## config.mk

```make
export PLATFORM = sky130hd
export DESIGN_NAME = raw10_frame_unpacker
export DESIGN_NICKNAME = d
export VERILOG_FILES = /design/src/hw/rtl/r10u_pkg.sv /design/src/hw/rtl/raw10_frame_unpacker.sv
export SDC_FILE = /design/constraint.sdc
export NUM_CORES = 1
export LEC_CHECK = 0
export BUFFER_PORTS_ARGS = -buffer_cell sky130_fd_sc_hd__buf_2
export CAP_MARGIN = 20
export CORE_UTILIZATION = 60
export CTS_CLUSTER_DIAMETER = 40
export DETAILED_ROUTE_END_ITERATION = 10
export GPL_TIMING_DRIVEN = 0
export PLACE_DENSITY = 0.89
export SLEW_MARGIN = 20
export SYNTH_ARGS = -nofsm -noshare
export SYNTH_HDL_FRONTEND = slang
export SYNTH_SLANG_ARGS = --single-unit
```

## constraint.sdc

```tcl
create_clock -name clock -period 16 [get_ports clock]
set_input_delay 0.8 -clock clock [delete_from_list [all_inputs] [get_ports clock]]
set_output_delay 0.8 -clock clock [all_outputs]
set_load 0.02 [all_outputs]
```

## src/hw/rtl/r10u_pkg.sv

```systemverilog
// Package for the RAW10 frame unpacker: limits, register indexes and size helpers.
package r10u_pkg;

   localparam int MAX_LINE_PIXELS = 4096;
   localparam int MAX_LINES       = 4096;
   localparam int META_LINES_MAX  = 4;
   localparam int ALIGN_LOG2_MAX  = 8;
   localparam int GROUP_BYTES     = 5;

   localparam int CSR_ADDR_W  = 3;
   localparam int CSR_DATA_W  = 13;
   localparam int LEN_W       = 13;   // line lengths, positions and line counts
   localparam int COUNT_W     = 25;   // bytes in a frame
   localparam int PIXEL_W     = 10;
   localparam int REQ_DATA_W  = 8;
   localparam int RSP_DATA_W  = 48;

   localparam logic [LEN_W-1:0] PPL_RESET   = LEN_W'(640);
   localparam logic [LEN_W-1:0] LINES_RESET = LEN_W'(480);
   localparam logic [2:0]       META_RESET  = 3'd1;
   localparam logic [3:0]       ALIGN_RESET = 4'd1;

   typedef enum logic [CSR_ADDR_W-1:0] {
      CSR_UNPACK_MODE,
      CSR_PIXELS_PER_LINE,
      CSR_IMAGE_LINES,
      CSR_METADATA_LINES,
      CSR_ALIGN_LOG2
   } csr_index_type;

   typedef enum logic {
      MODE_LSB_FIRST = 1'b0,
      MODE_MIPI      = 1'b1
   } unpack_mode_type;

   // Bytes of pixel data in one line: width clamped to 4..MAX_LINE_PIXELS, whole groups.
   function automatic logic [LEN_W-1:0] line_stride(input logic [LEN_W-1:0] ppl);
      logic [LEN_W-1:0] px;
      logic [LEN_W-3:0] groups;
      px = {ppl[LEN_W-1:2], 2'b00};
      if (px < LEN_W'(4)) px = LEN_W'(4);
      if (px > LEN_W'(MAX_LINE_PIXELS)) px = LEN_W'(MAX_LINE_PIXELS);
      groups = px[LEN_W-1:2];
      return {groups, 2'b00} + LEN_W'(groups);
   endfunction

   // Line length rounded up to the alignment, exponent clamped to 1..ALIGN_LOG2_MAX.
   function automatic logic [LEN_W-1:0] padded_len(input logic [LEN_W-1:0] stride,
                                                   input logic [3:0] align);
      logic [3:0]       a;
      logic [LEN_W-1:0] mask;
      a = align;
      if (a < 4'd1) a = 4'd1;
      if (a > 4'(ALIGN_LOG2_MAX)) a = 4'(ALIGN_LOG2_MAX);
      mask = (LEN_W'(1) << a) - LEN_W'(1);
      return (stride + mask) & ~mask;
   endfunction

   function automatic logic [2:0] eff_meta(input logic [2:0] meta);
      return (meta > 3'(META_LINES_MAX)) ? 3'(META_LINES_MAX) : meta;
   endfunction

   function automatic logic [LEN_W-1:0] eff_lines(input logic [LEN_W-1:0] lines);
      logic [LEN_W-1:0] n;
      n = lines;
      if (n < LEN_W'(1)) n = LEN_W'(1);
      if (n > LEN_W'(MAX_LINES)) n = LEN_W'(MAX_LINES);
      return n;
   endfunction

endpackage

```

## src/hw/rtl/raw10_frame_unpacker.sv

```systemverilog
// RAW10 frame unpacker: skips metadata lines and padding, emits four-pixel groups and frame status.
//
//   channel   dir   transaction
//   req_      in    one frame byte (tuser 0) or end of frame (tuser 1)
//   rsp_      out   one pixel group (tuser 0) or frame status (tuser 1)
//   csr_      in    register write, index in csr_addr, no read-back
//
// One byte per cycle while the result is not stalled; an input register and a result
// register, with all per-byte work between them, stand between accept and result.
// The frame size compare uses a product registered from the registered sizes, so it lags them.
// Reset is synchronous and restores the register defaults and clears all counters.
// A result waiting on rsp_tready holds one more item in the input register; after that
// req_tready drops until the result is taken.
module raw10_frame_unpacker (
   input  logic                               clock,
   input  logic                               reset,
   input  logic                               req_tvalid,
   output logic                               req_tready,
   input  logic [r10u_pkg::REQ_DATA_W-1:0]    req_tdata,   // [7:0] data_byte
   input  logic                               req_tuser,   // [0] kind
   output logic                               rsp_tvalid,
   input  logic                               rsp_tready,
   // [9:0] pixel_a, [19:10] pixel_b, [29:20] pixel_c, [39:30] pixel_d, [40] frame_ok
   output logic [r10u_pkg::RSP_DATA_W-1:0]    rsp_tdata,
   output logic                               rsp_tlast,   // line_end
   output logic                               rsp_tuser,   // [0] result_kind
   input  logic                               csr_we,
   input  logic [r10u_pkg::CSR_ADDR_W-1:0]    csr_addr,
   input  logic [r10u_pkg::CSR_DATA_W-1:0]    csr_wdata
);
   import r10u_pkg::*;

   // Configuration registers and the sizes derived from them.
   logic             mode_ff,  mode_in;
   logic [LEN_W-1:0] ppl_ff,   ppl_in;
   logic [LEN_W-1:0] lines_ff, lines_in;
   logic [2:0]       meta_ff,  meta_in;
   logic [3:0]       align_ff, align_in;

   logic [LEN_W-1:0]   stride_ff;
   logic [LEN_W-1:0]   padded_ff;
   logic [2:0]         meta_lines_ff;
   logic [LEN_W-1:0]   total_lines_ff;
   logic [COUNT_W-1:0] packet_ff;

   // Input register.
   logic                  in_valid_ff, in_valid_in;
   logic                  in_kind_ff;
   logic [REQ_DATA_W-1:0] in_byte_ff;

   // Frame state.
   logic [COUNT_W-1:0] count_ff, count_in;
   logic [LEN_W-1:0]   pos_ff,   pos_in;
   logic [LEN_W-1:0]   line_ff,  line_in;
   logic [2:0]         grp_ff,   grp_in;
   logic [3:0][7:0]    held_ff,  held_in;
   logic               ovf_ff,   ovf_in;

   // Result register.
   logic                  out_valid_ff, out_valid_in;
   logic [RSP_DATA_W-1:0] out_data_ff;
   logic                  out_last_ff;
   logic                  out_kind_ff;

   logic                  advance;
   logic                  res_valid;
   logic                  res_kind;
   logic                  res_last;
   logic                  res_ok;
   logic [PIXEL_W-1:0]    p0, p1, p2, p3;
   logic [7:0]            b4;
   logic [LEN_W:0]        pos_inc;
   logic                  in_image;

   // ---------------- configuration ----------------
   always_comb begin
      mode_in  = mode_ff;
      ppl_in   = ppl_ff;
      lines_in = lines_ff;
      meta_in  = meta_ff;
      align_in = align_ff;
      if (reset) begin
         mode_in  = MODE_LSB_FIRST;
         ppl_in   = PPL_RESET;
         lines_in = LINES_RESET;
         meta_in  = META_RESET;
         align_in = ALIGN_RESET;
      end else if (csr_we) begin
         unique case (csr_index_type'(csr_addr))
            CSR_UNPACK_MODE:     mode_in  = csr_wdata[0];
            CSR_PIXELS_PER_LINE: ppl_in   = csr_wdata[LEN_W-1:0];
            CSR_IMAGE_LINES:     lines_in = csr_wdata[LEN_W-1:0];
            CSR_METADATA_LINES:  meta_in  = csr_wdata[2:0];
            CSR_ALIGN_LOG2:      align_in = csr_wdata[3:0];
            default: ;
         endcase
      end
   end

   // The sizes follow the next register values, so they are current at the write edge;
   // the frame size product is registered from those sizes and so lags behind them.
   always_ff @(posedge clock) begin
      mode_ff        <= mode_in;
      ppl_ff         <= ppl_in;
      lines_ff       <= lines_in;
      meta_ff        <= meta_in;
      align_ff       <= align_in;
      stride_ff      <= line_stride(ppl_in);
      padded_ff      <= padded_len(line_stride(ppl_in), align_in);
      meta_lines_ff  <= eff_meta(meta_in);
      total_lines_ff <= LEN_W'(eff_meta(meta_in)) + eff_lines(lines_in);
      packet_ff      <= COUNT_W'(padded_ff) * COUNT_W'(total_lines_ff);
   end

   // ---------------- input register ----------------
   assign advance    = in_valid_ff && (!out_valid_ff || rsp_tready);
   assign req_tready = !in_valid_ff || advance;

   always_comb begin
      in_valid_in = in_valid_ff;
      if (advance) in_valid_in = 1'b0;
      if (req_tvalid && req_tready) in_valid_in = 1'b1;
   end

   always_ff @(posedge clock) begin
      if (reset) begin
         in_valid_ff <= 1'b0;
      end else begin
         in_valid_ff <= in_valid_in;
      end
      if (req_tvalid && req_tready) begin
         in_kind_ff <= req_tuser;
         in_byte_ff <= req_tdata;
      end
   end

   // ---------------- per-byte work ----------------
   assign b4 = in_byte_ff;

   always_comb begin
      if (mode_ff == MODE_MIPI) begin
         p0 = {held_ff[0], b4[1:0]};
         p1 = {held_ff[1], b4[3:2]};
         p2 = {held_ff[2], b4[5:4]};
         p3 = {held_ff[3], b4[7:6]};
      end else begin
         p0 = {held_ff[1][1:0], held_ff[0]};
         p1 = {held_ff[2][3:0], held_ff[1][7:2]};
         p2 = {held_ff[3][5:0], held_ff[2][7:4]};
         p3 = {b4, held_ff[3][7:6]};
      end
   end

   assign in_image = (line_ff >= LEN_W'(meta_lines_ff)) && (line_ff < total_lines_ff)
                     && (pos_ff < stride_ff);
   assign pos_inc  = {1'b0, pos_ff} + (LEN_W+1)'(1);

   always_comb begin
      count_in  = count_ff;
      pos_in    = pos_ff;
      line_in   = line_ff;
      grp_in    = grp_ff;
      held_in   = held_ff;
      ovf_in    = ovf_ff;
      res_valid = 1'b0;
      res_kind  = 1'b0;
      res_last  = 1'b0;
      res_ok    = 1'b0;
      if (advance) begin
         if (in_kind_ff) begin
            res_valid = 1'b1;
            res_kind  = 1'b1;
            res_ok    = (count_ff == packet_ff) && !ovf_ff;
            count_in  = '0;
            pos_in    = '0;
            line_in   = '0;
            grp_in    = '0;
            held_in   = '0;
            ovf_in    = 1'b0;
         end else if (count_ff > packet_ff) begin
            // The store already holds one byte more than the frame; drop and restart.
            ovf_in   = 1'b1;
            count_in = '0;
            pos_in   = '0;
            line_in  = '0;
            grp_in   = '0;
            held_in  = '0;
         end else begin
            count_in = count_ff + COUNT_W'(1);
            if (in_image) begin
               if (!grp_ff[2]) begin
                  held_in[grp_ff[1:0]] = in_byte_ff;
                  grp_in = grp_ff + 3'd1;
               end else begin
                  res_valid = 1'b1;
                  res_last  = (pos_inc == {1'b0, stride_ff});
                  grp_in    = '0;
                  held_in   = '0;
               end
            end
            if (pos_inc >= {1'b0, padded_ff}) begin
               pos_in  = '0;
               grp_in  = '0;
               held_in = '0;
               if (line_ff < total_lines_ff) line_in = line_ff + LEN_W'(1);
            end else begin
               pos_in = pos_inc[LEN_W-1:0];
            end
         end
      end
   end

   always_ff @(posedge clock) begin
      if (reset) begin
         count_ff <= '0;
         pos_ff   <= '0;
         line_ff  <= '0;
         grp_ff   <= '0;
         held_ff  <= '0;
         ovf_ff   <= 1'b0;
      end else begin
         count_ff <= count_in;
         pos_ff   <= pos_in;
         line_ff  <= line_in;
         grp_ff   <= grp_in;
         held_ff  <= held_in;
         ovf_ff   <= ovf_in;
      end
   end

   // ---------------- result register ----------------
   always_comb begin
      out_valid_in = out_valid_ff;
      if (rsp_tready) out_valid_in = 1'b0;
      if (res_valid) out_valid_in = 1'b1;
   end

   always_ff @(posedge clock) begin
      if (reset) begin
         out_valid_ff <= 1'b0;
      end else begin
         out_valid_ff <= out_valid_in;
      end
      if (res_valid) begin
         out_kind_ff <= res_kind;
         out_last_ff <= res_last;
         if (res_kind) begin
            out_data_ff <= {{(RSP_DATA_W-4*PIXEL_W-1){1'b0}}, res_ok, {(4*PIXEL_W){1'b0}}};
         end else begin
            out_data_ff <= {{(RSP_DATA_W-4*PIXEL_W){1'b0}}, p3, p2, p1, p0};
         end
      end
   end

   assign rsp_tvalid = out_valid_ff;
   assign rsp_tdata  = out_data_ff;
   assign rsp_tlast  = out_last_ff;
   assign rsp_tuser  = out_kind_ff;

`ifndef SYNTHESIS
   // The group counter never runs past the fifth byte of a group.
   a_grp_range: assert property (@(posedge clock) disable iff (reset)
      grp_ff <= 3'd4)
      else $error("group position out of range");

   // A frame status carries no pixels and no line end.
   a_status_clean: assert property (@(posedge clock) disable iff (reset)
      (rsp_tvalid && rsp_tuser) |-> (rsp_tdata[4*PIXEL_W-1:0] == '0) && !rsp_tlast)
      else $error("frame status carries pixel data");

   // Back pressure only comes from a full input register behind a stalled result.
   a_ready_cause: assert property (@(posedge clock) disable iff (reset)
      !req_tready |-> (in_valid_ff && out_valid_ff && !rsp_tready))
      else $error("input stalled without a stalled result");

   // A byte that overflows the frame leaves all positions at zero.
   a_ovf_restart: assert property (@(posedge clock) disable iff (reset)
      (advance && !in_kind_ff && count_ff > packet_ff) |=>
         (ovf_ff && count_ff == '0 && pos_ff == '0 && line_ff == '0))
      else $error("overflow did not restart the frame");
`endif

endmodule

```

Yosys cells after proc, flatten, opt, wreduce, memory -nomap -nowiden

Index checks and enable logic that the tools add are counted.

Word-level logic and storage cells: 147
Register bits: 249

Add/subtract/negate cells: 8
Eq/ne operators: 6
Reductions and logical operators: 25
Multipliers: 1
Magnitude comparators: 14
Mux-type cells: 58
Shift-type cells: 1
Bitwise gates (word level): 5

Operators by type and width:

| kind                                                                           | count |
|---|---|
| 13-bit two-way mux                                                             | 17 |
| 32-bit two-way mux                                                             | 5 |
| 25-bit two-way mux                                                             | 2 |
| 10-bit two-way mux                                                             | 4 |
| 32-bit bitwise mux                                                             | 1 |
| 3-bit two-way mux                                                              | 9 |
| 13-bit greater-than comparator (second input constant)                         | 2 |
| 13-bit less-than comparator                                                    | 2 |
| 25-bit by 1-bit adder with 25-bit output (second input constant)               | 1 |
| 25-bit equality test                                                           | 1 |
| 25-bit greater-than comparator                                                 | 1 |
| 13-bit by 13-bit multiplier with 25-bit output                                 | 1 |
| 4-bit two-way mux                                                              | 5 |
| 8-bit demux with 2-bit select                                                  | 1 |
| 13-bit by 1-bit adder with 14-bit output (second input constant)               | 1 |
| 14-bit by 13-bit equality test with 1-bit output                               | 1 |
| 14-bit by 13-bit greater-or-equal comparator with 1-bit output                 | 1 |
| 13-bit by 1-bit adder with 13-bit output (second input constant)               | 1 |
| 13-bit by 11-bit adder with 13-bit output                                      | 1 |
| 13-bit adder                                                                   | 1 |
| 3-bit by 13-bit adder with 13-bit output                                       | 1 |
| 13-bit bitwise AND                                                             | 1 |
| 13-bit by 3-bit greater-or-equal comparator with 1-bit output                  | 1 |
| 13-bit by 1-bit less-than comparator with 1-bit output (second input constant) | 1 |
| other kinds (26)                                                               | 56 |

Depth between registers and ports, before layout

Gate-level depths: netlist of the first run.

Word-level depth: 12
Gate-level depth with buffers: 22
Gate-level depth less buffers: 21

Worst setup path before layout of the first run

No wires, ideal clock.

Path kind: flip-flop to flip-flop
Start: register total_lines_ff[3]
End: register packet_ff[24]
Data required time: 15871 ps
Path slack: 10661 ps
Arrival time: 5209 ps
Cell stages (with the launch flop): 19
Library setup time: 129 ps
Cells stage by stage: dfxtp_1 > clkbuf_1 > nand2_1 > fa_1 > inv_1 > fa_1 > fa_1 > inv_1 > fa_1 > fa_1 > inv_1 > ha_1 > or4_1 > o22ai_1 > o21ai_0 > o31ai_1 > o21ai_0 > o41ai_1 > xnor2_1

Cells in the longest elaborated chain, start to end: 1

Ends and longest elaborated chain:

| what                                           | line                        | RTL |
|---|---|---|
| start: declaration                             | raw10_frame_unpacker.sv:43  | `logic [LEN_W-1:0] total_lines_ff;` |
| start signal: assignment                       | raw10_frame_unpacker.sv:111 | `total_lines_ff <= LEN_W'(eff_meta(meta_in)) + eff_lines(lines_in);` |
| 13-bit by 13-bit multiplier with 25-bit output | raw10_frame_unpacker.sv:112 | `packet_ff <= COUNT_W'(padded_ff) * COUNT_W'(total_lines_ff);` |
| end signal: assignment                         | raw10_frame_unpacker.sv:112 |  |
| end: declaration                               | raw10_frame_unpacker.sv:44  | `logic [COUNT_W-1:0] packet_ff;` |

No other way between the ends.
A chain may end at the register's enable or synchronous reset.

Worst setup path after layout of the first run

Start: register padded_ff[5]
End: register packet_ff[24]

Cells in the longest elaborated chain, start to end: 1

Ends and longest elaborated chain:

| what                                           | line                        | RTL |
|---|---|---|
| start: declaration                             | raw10_frame_unpacker.sv:41  | `logic [LEN_W-1:0] padded_ff;` |
| start signal: assignment                       | raw10_frame_unpacker.sv:109 | `padded_ff <= padded_len(line_stride(ppl_in), align_in);` |
| 13-bit by 13-bit multiplier with 25-bit output | raw10_frame_unpacker.sv:112 |  |

No other way between the ends.

==> results.py, run 1 <==
metrics = {
    "timing": {
        "drv_slew": 0,
        "setup_tns_ns": 0,
        "slew_headroom": 0.316,
        "hold_viol": 0,
        "fin_skew_ns": 0.0147,
        "max_slew.worst_pin.slew_ns": 1.01,
        "fin_ws_ns": 9.72,
        "setup_viol": 0,
        "period_needed_ns": 6.28,
        "fin_crit_sh": 0.392,
        "whs_ns": 0.397,
        "fmax_mhz": 159,
        "grt_setup_unrepaired": "false",
    },
    "setup_path": {
        "crit_family": "adder cells",
        "worst_setup_path_end_kind": "register",
        "crit_slowest_cell": "fa_1",
        "path_class": "register to register",
        "r2r_end": "packet_ff[24]$_DFF_P_",
        "cp.required_ns": 16.44,
        "crit-reg2reg-launch": "padded_ff[5]$_DFF_P_",
        "start_kind": "register",
        "cp.buffers_inverters": 4,
        "crit_fanout": 10,
        "critPathArrivalTime_ns": 6.72,
        "cp_cell_sequence": "clkbuf_1, nand2_1, fa_1, inv_1, fa_1, fa_1, inv_1, fa_1, fa_1, inv_1, ha_1, or4_1, o22ai_1, o21ai_0, o31ai_1, o21ai_0, o41ai_1, xnor2_1",
        "r2r_cells": 18,
        "cpPeakStageDelay_ns": 0.56,
        "reg2reg_slack_ns": 9.72,
        "cp_common_cell": "fa_1",
    },
    "min_path": {
        "holdPathEnd": "b4[5]$_DFFE_PP_",
        "min_from": "req_tdata[5]",
        "min_path_type": "primary input to register",
        "holdPathStages": 1,
    },
    "clock_network": {
        "cts_tree": "yes",
        "cts_buffer_depth": 3,
        "clk_pin_slew_worst_paths_ns": 0.07,
        "holdBufCountCts": 0,
        "cts_root_buffer": "clkbuf_16",
        "cts_sinks": 240,
        "cts_inserted_buffers": 31,
        "postCtsSetupRepairBufs": 0,
        "clk-insertion-delay-late_ns": 0.58,
        "ctsHtreeMaxLevel": 1,
        "ctsResizeCount": 0,
    },
    "die": {
        "core_area_sq_um": 28000,
        "dieWidth_um": 171,
        "initial_core_util": 0.613,
        "placementRows": 61,
        "ios": 82,
        "dieArea_sq_um": 29300,
        "die_y_um": 171,
    },
    "detailed_routing": {
        "num_vias": 13900,
        "drc": 0,
        "antenna_left": 0,
        "first_pass_iters": 6,
        "routed_via_density": 5.86,
        "dr.first_iter.drc_count": 1242,
        "drt-total-wl_um": 43000,
        "wl_per_cell_um": 18.1,
    },
    "synthesis": {
        "syn-mean-instance-area_sq_um": 9.25,
        "ys_seq_elements": 240,
        "netlist_area_sq_um": 17200,
        "syn_inst": 1858,
        "synth_area_leader_cell": "dfxtp_1",
        "yosys-top-cells-area": "dfxtp_1 22%, fa_1 14%, ha_1 12%",
        "ys_warn_count": 0,
        "synth_cell_types": 76,
        "synth_edf_count": 52,
        "ys.flop_type": "dfxtp_1",
        "yosysSeqAreaShare": 0.310,
        "synth_top_area_frac": 0.219,
        "async_reset_ff_frac": 0,
    },
    "grt": {
        "grt_overflow_total": 0,
        "grt_pass1_wl_um": 68800,
        "grt_pass1_vias": 14000,
        "grt_start_max_net_pins": 37,
        "grtUsageTotal": 0.296,
        "antenna_found_initial": 1,
    },
    "run_status": {
        "status": "completed",
    },
    "power_and_ir_drop": {
        "power_frac_clock": 0.315,
        "switchingPower_w": 0.000860,
        "p_int_w": 0.00151,
        "irDropWorstVdd_v": 0.0000950,
        "power.leakage_nw": 8.72,
        "powerDensity_nw_per_um2": 123,
        "pwr-share-seq": 0.291,
        "swShare": 0.364,
        "p_comb_frac": 0.394,
    },
    "place": {
        "hpwl_um": 32900,
        "place_inst": 2320,
        "dp_slack_ns": 9.86,
        "gp_congestion": 0.946,
        "port-buffer-count": 73,
        "dpl_cell_area_sq_um": 18100,
    },
    "layout": {
        "syn_to_final_growth_pct": 11.8,
        "num_antenna_cells": 0,
        "most-common-layout-cells": "219 x inv_1, 199 x nand2_1, 197 x nor2_1",
        "final_area_sq_um": 19200,
        "layout.nets": 2291,
        "final_common_cell": "inv_1",
        "finalNonFillerCells": 2378,
        "final_layout_size_suffix_gt1_frac": 0.0895,
    },
    "run": {
        "maxCapViolations": 0,
    },
}
sequential cells by signal, summed over array words and instances (netlist names), 4 cells and up:
name	count
align_ff	4
b4	8
count_ff	25
held_ff	32
line_ff	13
lines_ff	13
packet_ff	25
padded_ff	13
pos_ff	13
ppl_ff	11
rsp_tdata	41
stride_ff	13
total_lines_ff	13
layout make-up:
class / count / area [sq um]
multi-input combinational: 1338 / 10800
fill: 2044 / 8800
sequential: 240 / 5330
inverter: 224 / 841
clock buffer: 35 / 811
tap: 378 / 473
timing repair buffer: 74 / 385
clock inverter: 23 / 314
buffer: 66 / 294
metal layers:
layer | GRT usage | part of all wire | vias up
met5 | 0 | 0.00026 | -
met4 | 0.128 | 0.042 | 2
met3 | 0.0633 | 0.091 | 167
met2 | 0.496 | 0.47 | 635
met1 | 0.370 | 0.39 | 6679
li1 | - | - | 6459
cell families after synthesis:
family                     after synthesis  share of synthesized area
AOI/OAI and AO/OA                      251                      0.104
xor gates and xnor gates                98                     0.0499
muxes                                   61                     0.0359
adders and majority gates              286                      0.261
other                                    2                   0.000437
buffers and inverters                  290                     0.0660
DFF                                    240                      0.310
and+or+nand+nor                        630                      0.173
power by group through the flow:
stage,clock network [W],registers [W],logic [W]
6_report,0.000745,0.000690,0.000931
5_1_grt,0.000776,0.000692,0.00105
4_1_cts,0.000751,0.000689,0.000928
3_5_place_dp,0,0.000702,0.000915
3_3_place_gp,0,0.000701,0.000873
2_1_floorplan,0,0.000697,0.000706
worst register-to-register path, delay by kind of cell, from the launching register on:
family | cells | cell delay, ns
buf+inv | 4 | 0.64
flops | 1 | 0.42
simple gates | 2 | 0.69
compound gates | 5 | 1.45
fa+ha+maj | 6 | 2.79
xor+xnor | 1 | 0.15
worst max-delay path by stage:
stage | cells past startpoint | startpoint | end | slack (ns)
2_1_floorplan | 18 | total_lines_ff[3]$_DFF_P_ | packet_ff[24]$_DFF_P_ | 10.66
3_3_place_gp | 18 | padded_ff[5]$_DFF_P_ | packet_ff[24]$_DFF_P_ | 9.93
3_5_place_dp | 18 | padded_ff[5]$_DFF_P_ | packet_ff[24]$_DFF_P_ | 9.86
4_1_cts | 18 | padded_ff[5]$_DFF_P_ | packet_ff[24]$_DFF_P_ | 9.82
5_1_grt | 18 | padded_ff[5]$_DFF_P_ | packet_ff[24]$_DFF_P_ | 9.34
6_report | 18 | padded_ff[5]$_DFF_P_ | packet_ff[24]$_DFF_P_ | 9.72
cell usage after synthesis (6+ instances only):
cell type  instances
o21a_1            16
or2_2              7
inv_1            219
or3_1              7
nor3_1            33
xor2_1            32
nor4_1            14
dfxtp_1          188
a21oi_1           57
a211oi_1           9
a22oi_1           12
ha_1             165
o2bb2ai_1         32
fa_1             121
and2_1            37
nand4_1           19
xnor2_1           66
o211ai_1           6
o31ai_1            6
o21ai_0           31
a21o_1            27
nand2_1          199
buf_4              7
a31oi_1            6
nand3_1           51
clkbuf_1          50
mux2i_1           58
nor2_1           197
nor2b_1           15
nand2b_1           9
and3_1            14
edfxtp_1          52
through the flow:
step	utilization	total power, W
final	0.686	0.00237
after global routing	0.686	0.00252
after CTS	0.686	0.00237
after detailed placement	0.646	0.00162
after global placement	0.645	0.00157
after floorplan	-	0.00140
Note: power is estimated with default switching activity, not from simulation.
==> run 2, diff against run 1 <==
- clock period: 16 -> 6.3 ns (I/O delays scaled with it)
==> run 2 against run 1 <==
Compared with the run above:
- clock-buffer cell count did not move
- global-route usage rose by 0.27 points
- worst setup slack got worse by 9.5 ns
- utilization rose by 0.42 points
- critical endpoint unchanged
- combinational power rose to 2.5 times the previous value
- via count rose by 1.1%
==> results.py, run 2 (synthesis gave the netlist of run 1 again) <==
metrics = {
    "detailed_routing": {
        "first_pass_iters": 8,
        "antenna_left": 0,
        "wl_per_cell_um": 18.3,
        "num_vias": 14100,
        "drc": 0,
        "routed_via_density": 5.90,
        "dr.first_iter.drc_count": 1342,
        "drt-total-wl_um": 43600,
    },
    "timing": {
        "setup_tns_ns": 0,
        "setup_viol": 0,
        "fin_ws_ns": 0.270,
        "period_needed_ns": 6.03,
        "slew_headroom": 0.309,
        "fin_crit_sh": 0.957,
        "hold_viol": 0,
        "max_slew.worst_pin.slew_ns": 1.03,
        "fmax_mhz": 166,
        "fin_skew_ns": 0.0158,
        "drv_slew": 0,
    },
    "place": {
        "place_inst": 2320,
        "dp_slack_ns": 0.157,
        "port-buffer-count": 73,
        "hpwl_um": 32900,
        "gp_congestion": 0.946,
    },
    "clock_network": {
        "ctsHtreeMaxLevel": 1,
        "cts_tree": "yes",
        "cts_buffer_depth": 3,
        "cts_inserted_buffers": 31,
        "cts_root_buffer": "clkbuf_16",
        "clk-insertion-delay-late_ns": 0.58,
        "cts_sinks": 240,
        "clk_pin_slew_worst_paths_ns": 0.06,
    },
    "layout": {
        "final_layout_size_suffix_gt1_frac": 0.0930,
        "largest_register_ffs": 41,
        "seq_area_sq_um": 5330,
        "multi_input_area_sq_um": 10800,
        "final_common_cell": "inv_1",
        "fillers": 2021,
        "most-common-layout-cells": "219 x inv_1, 199 x nand2_1, 197 x nor2_1",
        "utilization": 0.690,
        "layout.nets": 2301,
        "num_antenna_cells": 0,
        "syn_to_final_growth_pct": 12.4,
        "finalNonFillerCells": 2388,
    },
    "power_and_ir_drop": {
        "powerDensity_nw_per_um2": 312,
        "power.leakage_nw": 8.80,
        "irDropWorstVdd_v": 0.000238,
    },
    "die": {
        "die_y_um": 171,
        "placementRows": 61,
        "dieArea_sq_um": 29300,
        "core_area_sq_um": 28000,
        "initial_core_util": 0.613,
        "ios": 82,
        "dieWidth_um": 171,
    },
    "setup_path": {
        "crit_fanout": 10,
        "cp.required_ns": 6.74,
        "start_kind": "register",
        "path_class": "register to register",
        "reg2reg_slack_ns": 0.27,
        "critPathArrivalTime_ns": 6.47,
        "worst_setup_path_end_kind": "register",
    },
    "min_path": {
        "min_path_type": "primary input to register",
    },
    "run": {
        "maxCapViolations": 0,
    },
    "grt": {
        "grt_overflow_total": 0,
        "antenna_found_initial": 1,
        "grt_start_max_net_pins": 37,
        "grtUsageTotal": 0.299,
        "grt_pass1_wl_um": 69400,
        "grt_pass1_vias": 14100,
    },
    "run_status": {
        "status": "completed",
    },
}
==> run 2: cell count changes in the layout (fill, tap and decap cells not counted), sizes merged <==
| cell | previous run | this run |
|---|---|---|
| dlygate4sd3 | 0 | 10 |
==> run 2: through the flow <==
step                area, sq um  hold slack [ns]  power, W
floorplan                 17200            0.414   0.00356
global placement          18100            0.450   0.00400
detailed placement        18100            0.459   0.00411
CTS                       19300           0.0243   0.00602
global route              19300           0.0425   0.00640
finish                    19300           0.0454   0.00602
==> run 2: worst max-delay path: stages (launching register included) <==
cell	delay, ns
dfxtp_1	0.32
clkbuf_1	0.48
nand2_1	0.16
fa_1	0.53
inv_1	0.05
fa_1	0.53
inv_1	0.05
fa_1	0.49
inv_1	0.04
fa_1	0.46
fa_1	0.49
ha_1	0.25
or4_1	0.50
o22ai_1	0.27
o21ai_0	0.29
o31ai_1	0.32
o21ai_0	0.21
o41ai_2	0.31
xnor2_1	0.14
==> run 2: what timing repair did <==
item                                    CTS  global route
endpoints found under the setup margin    0             5
hold buffers                             10             0
hold endpoints to repair                 10             0
gates resized for setup                   0            15
buffers inserted                          0             0
==> run 2: path summary, 6_finish.rpt <==
kind,startpoint,depth (start not counted),to
max,padded_ff[7]$_DFF_P_,18,packet_ff[24]$_DFF_P_
max reg2reg,padded_ff[7]$_DFF_P_,18,packet_ff[24]$_DFF_P_
min,csr_wdata[8],3,ppl_ff[8]$_DFF_P_
min reg2reg,ovf_ff$_SDFFE_PP0P_,2,ovf_ff$_SDFFE_PP0P_
==> run 2: per-layer routing <==
layer / wire [um] / vias up / global-route usage
met1: 17200 / 6758 / 0.371
li1: - / 6481 / -
met4: 1820 / 2 / 0.132
met5: 14 / - / 0
met3: 3880 / 164 / 0.0647
met2: 20700 / 694 / 0.500
==> run 2: power breakdown <==
group | leakage, nW | switching [W] | internal (W)
sequential | 2.03 | 0.0000520 | 0.00170
clock | 0.551 | 0.000773 | 0.00113
combinational | 6.22 | 0.00137 | 0.00100
total | 8.80 | 0.00219 | 0.00383
==> run 2: final cells by class <==
| cell class | count | share of cell area |
|---|---|---|
| Sequential cell | 240 | 0.276 |
| Timing Repair Buffer | 84 | 0.0251 |
| Clock inverter | 23 | 0.0163 |
| Tap cell | 378 | 0.0245 |
| Buffer | 66 | 0.0157 |
| Inverter | 224 | 0.0435 |
| Clock buffer | 35 | 0.0420 |
| Multi-Input combinational cell | 1338 | 0.557 |
==> run 3, diff against run 2 <==
- PLACE_DENSITY: 0.89 -> 0.79
==> run 3 against run 2 <==
Compared with the run above:
- clock skew grew 0.011 ns
- register-to-register slack improved by 0.095 ns
- sequential cell count stayed put
- wire length down 6.4%
- largest power group unchanged
- largest cell class unchanged
- power rose by 1.1%
- clock power increased by 8%
- utilization up 0.37 points
==> results.py, run 3 (synthesis gave the netlist of run 1 again) <==
metrics = {
    "timing": {
        "grt_setup_unrepaired": "false",
        "fin_skew_ns": 0.0271,
        "fmax_mhz": 169,
        "whs_ns": 0.0468,
        "setup_tns_ns": 0,
        "max_slew.worst_pin.slew_ns": 1.03,
        "period_needed_ns": 5.93,
        "hold_viol": 0,
        "drv_slew": 0,
        "setup_viol": 0,
        "slew_headroom": 0.305,
        "fin_crit_sh": 0.942,
    },
    "layout": {
        "most-common-layout-cells": "219 x inv_1, 199 x nand2_1, 197 x nor2_1",
        "syn_to_final_growth_pct": 13.0,
        "finalNonFillerCells": 2395,
        "layout.nets": 2305,
        "fillers": 2154,
        "multi_input_area_sq_um": 10800,
        "num_antenna_cells": 0,
        "final_layout_size_suffix_gt1_frac": 0.0952,
        "final_common_cell": "inv_1",
        "largest_register_ffs": 41,
        "seq_area_sq_um": 5330,
    },
    "clock_network": {
        "postCtsSetupRepairBufs": 0,
        "cts_sinks": 240,
        "clk-insertion-delay-late_ns": 0.53,
        "cts_inserted_buffers": 36,
        "cts_buffer_depth": 3,
        "cts_tree": "yes",
        "ctsHtreeMaxLevel": 2,
        "clk_pin_slew_worst_paths_ns": 0.05,
        "cts_root_buffer": "clkbuf_16",
    },
    "setup_path": {
        "path_class": "register to register",
        "reg2reg_slack_ns": 0.37,
        "critPathArrivalTime_ns": 6.34,
        "start_kind": "register",
        "critPathLaunch": "total_lines_ff[4]$_DFF_P_",
        "r2r_end": "packet_ff[24]$_DFF_P_",
        "crit_slowest_cell": "fa_1",
        "cp_common_cell": "fa_1",
        "crit_family": "adder cells",
        "r2r_cells": 18,
        "cpPeakStageDelay_ns": 0.50,
        "cp.required_ns": 6.71,
        "cp.depth": 18,
        "cp.buffers_inverters": 4,
        "crit-reg2reg-launch": "total_lines_ff[4]$_DFF_P_",
        "cp_cell_sequence": "clkbuf_1, nand2_1, fa_1, inv_1, fa_1, inv_1, fa_1, inv_1, fa_1, fa_1, ha_1, or4_1, o22ai_1, o21ai_1, o31ai_1, o21ai_0, o41ai_1, xnor2_1",
        "crit_end": "packet_ff[24]$_DFF_P_",
        "crit_fanout": 10,
        "worst_setup_path_end_kind": "register",
    },
    "die": {
        "die_y_um": 171,
        "dieArea_sq_um": 29300,
        "placementRows": 61,
        "dieWidth_um": 171,
        "ios": 82,
        "initial_core_util": 0.613,
        "core_area_sq_um": 28000,
    },
    "min_path": {
        "holdPathStages": 3,
        "min_path_type": "primary input to register",
    },
    "grt": {
        "grt_overflow_total": 0,
        "grt_start_max_net_pins": 36,
        "antenna_found_initial": 1,
        "grt_pass1_wl_um": 66400,
        "grtUsageTotal": 0.287,
        "grt_pass1_vias": 13300,
    },
    "power_and_ir_drop": {
        "irDropWorstVdd_v": 0.000299,
        "power_w": 0.00609,
        "powerDensity_nw_per_um2": 313,
        "power.leakage_nw": 8.85,
    },
    "detailed_routing": {
        "dr.first_iter.drc_count": 1224,
        "num_vias": 13600,
        "wl_per_cell_um": 17.0,
        "drc": 0,
        "first_pass_iters": 7,
        "drt-total-wl_um": 40800,
        "antenna_left": 0,
        "routed_via_density": 5.68,
    },
    "run_status": {
        "status": "completed",
    },
    "place": {
        "hpwl_um": 31300,
        "place_inst": 2320,
        "gp_congestion": 0.932,
        "port-buffer-count": 73,
    },
    "run": {
        "maxCapViolations": 0,
    },
}
-- run 3: changes by cell type in the layout (fill, tap and decap cells not counted), sizes merged --
| cell | previous run | this run |
|---|---|---|
| inv | 233 | 229 |
| clkinv | 9 | 8 |
| clkbuf | 85 | 98 |
| dlygate4sd3 | 10 | 9 |
-- run 3: timing repair --
action | 4_1_cts | 5_1_grt
endpoints found under the hold margin | 9 | 0
hold buffers | 9 | 0
resized for setup | 0 | 21
endpoints found under the setup margin | 0 | 3
-- run 3: layout make-up --
| type | instances | share of cell area |
|---|---|---|
| buffer | 66 | 0.0158 |
| clock inverter | 18 | 0.0126 |
| tap | 378 | 0.0243 |
| inverter | 224 | 0.0433 |
| multi-input combinational | 1338 | 0.554 |
| timing repair buffer | 83 | 0.0245 |
| clock buffer | 48 | 0.0513 |
| sequential | 240 | 0.274 |
-- run 3: worst register-to-register path, cell delays in order, from the launching register on --
cell and delay (ns):
dfxtp_1 0.41, clkbuf_1 0.47, nand2_1 0.15, fa_1 0.49, inv_1 0.05, fa_1 0.50, inv_1 0.05, fa_1 0.50
inv_1 0.06, fa_1 0.50, fa_1 0.50, ha_1 0.25, or4_1 0.41, o22ai_1 0.30, o21ai_1 0.25, o31ai_1 0.30
o21ai_0 0.18, o41ai_1 0.33, xnor2_1 0.11
-- run 3: routing by layer --
metal | wire length (um) | GRT usage
met5 | 0 | 0
met4 | 1240 | 0.106
met3 | 2650 | 0.0456
met2 | 19200 | 0.470
met1 | 17700 | 0.383
-- run 3: power by group --
part           total (W)  switching [W]  internal [W]
registers        0.00176      0.0000552       0.00170
clock network    0.00205       0.000752       0.00130
logic            0.00228        0.00130      0.000988
total            0.00609        0.00210       0.00399
-- run 3: worst min path at each step --
stage,start,slack [ns],end
6_report,req_tvalid,0.05,in_valid_ff$_SDFFE_PP0P_
5_1_grt,req_tvalid,0.07,in_valid_ff$_SDFFE_PP0P_
4_1_cts,req_tvalid,0.03,in_valid_ff$_SDFFE_PP0P_
3_5_place_dp,ppl_ff[10]$_DFF_P_,0.47,ppl_ff[10]$_DFF_P_
3_3_place_gp,ovf_ff$_SDFFE_PP0P_,0.45,ovf_ff$_SDFFE_PP0P_
2_1_floorplan,req_tdata[0],0.41,b4[0]$_DFFE_PP_
-- run 3: metrics by stage --
step	setup slack, ns	utilization	cell area [sq um]
after floorplan	0.961	-	17200
after global placement	0.299	0.645	18100
after detailed placement	0.158	0.646	18100
after CTS	0.148	0.693	19400
after global routing	0.0981	0.693	19400
final	0.366	0.693	19400
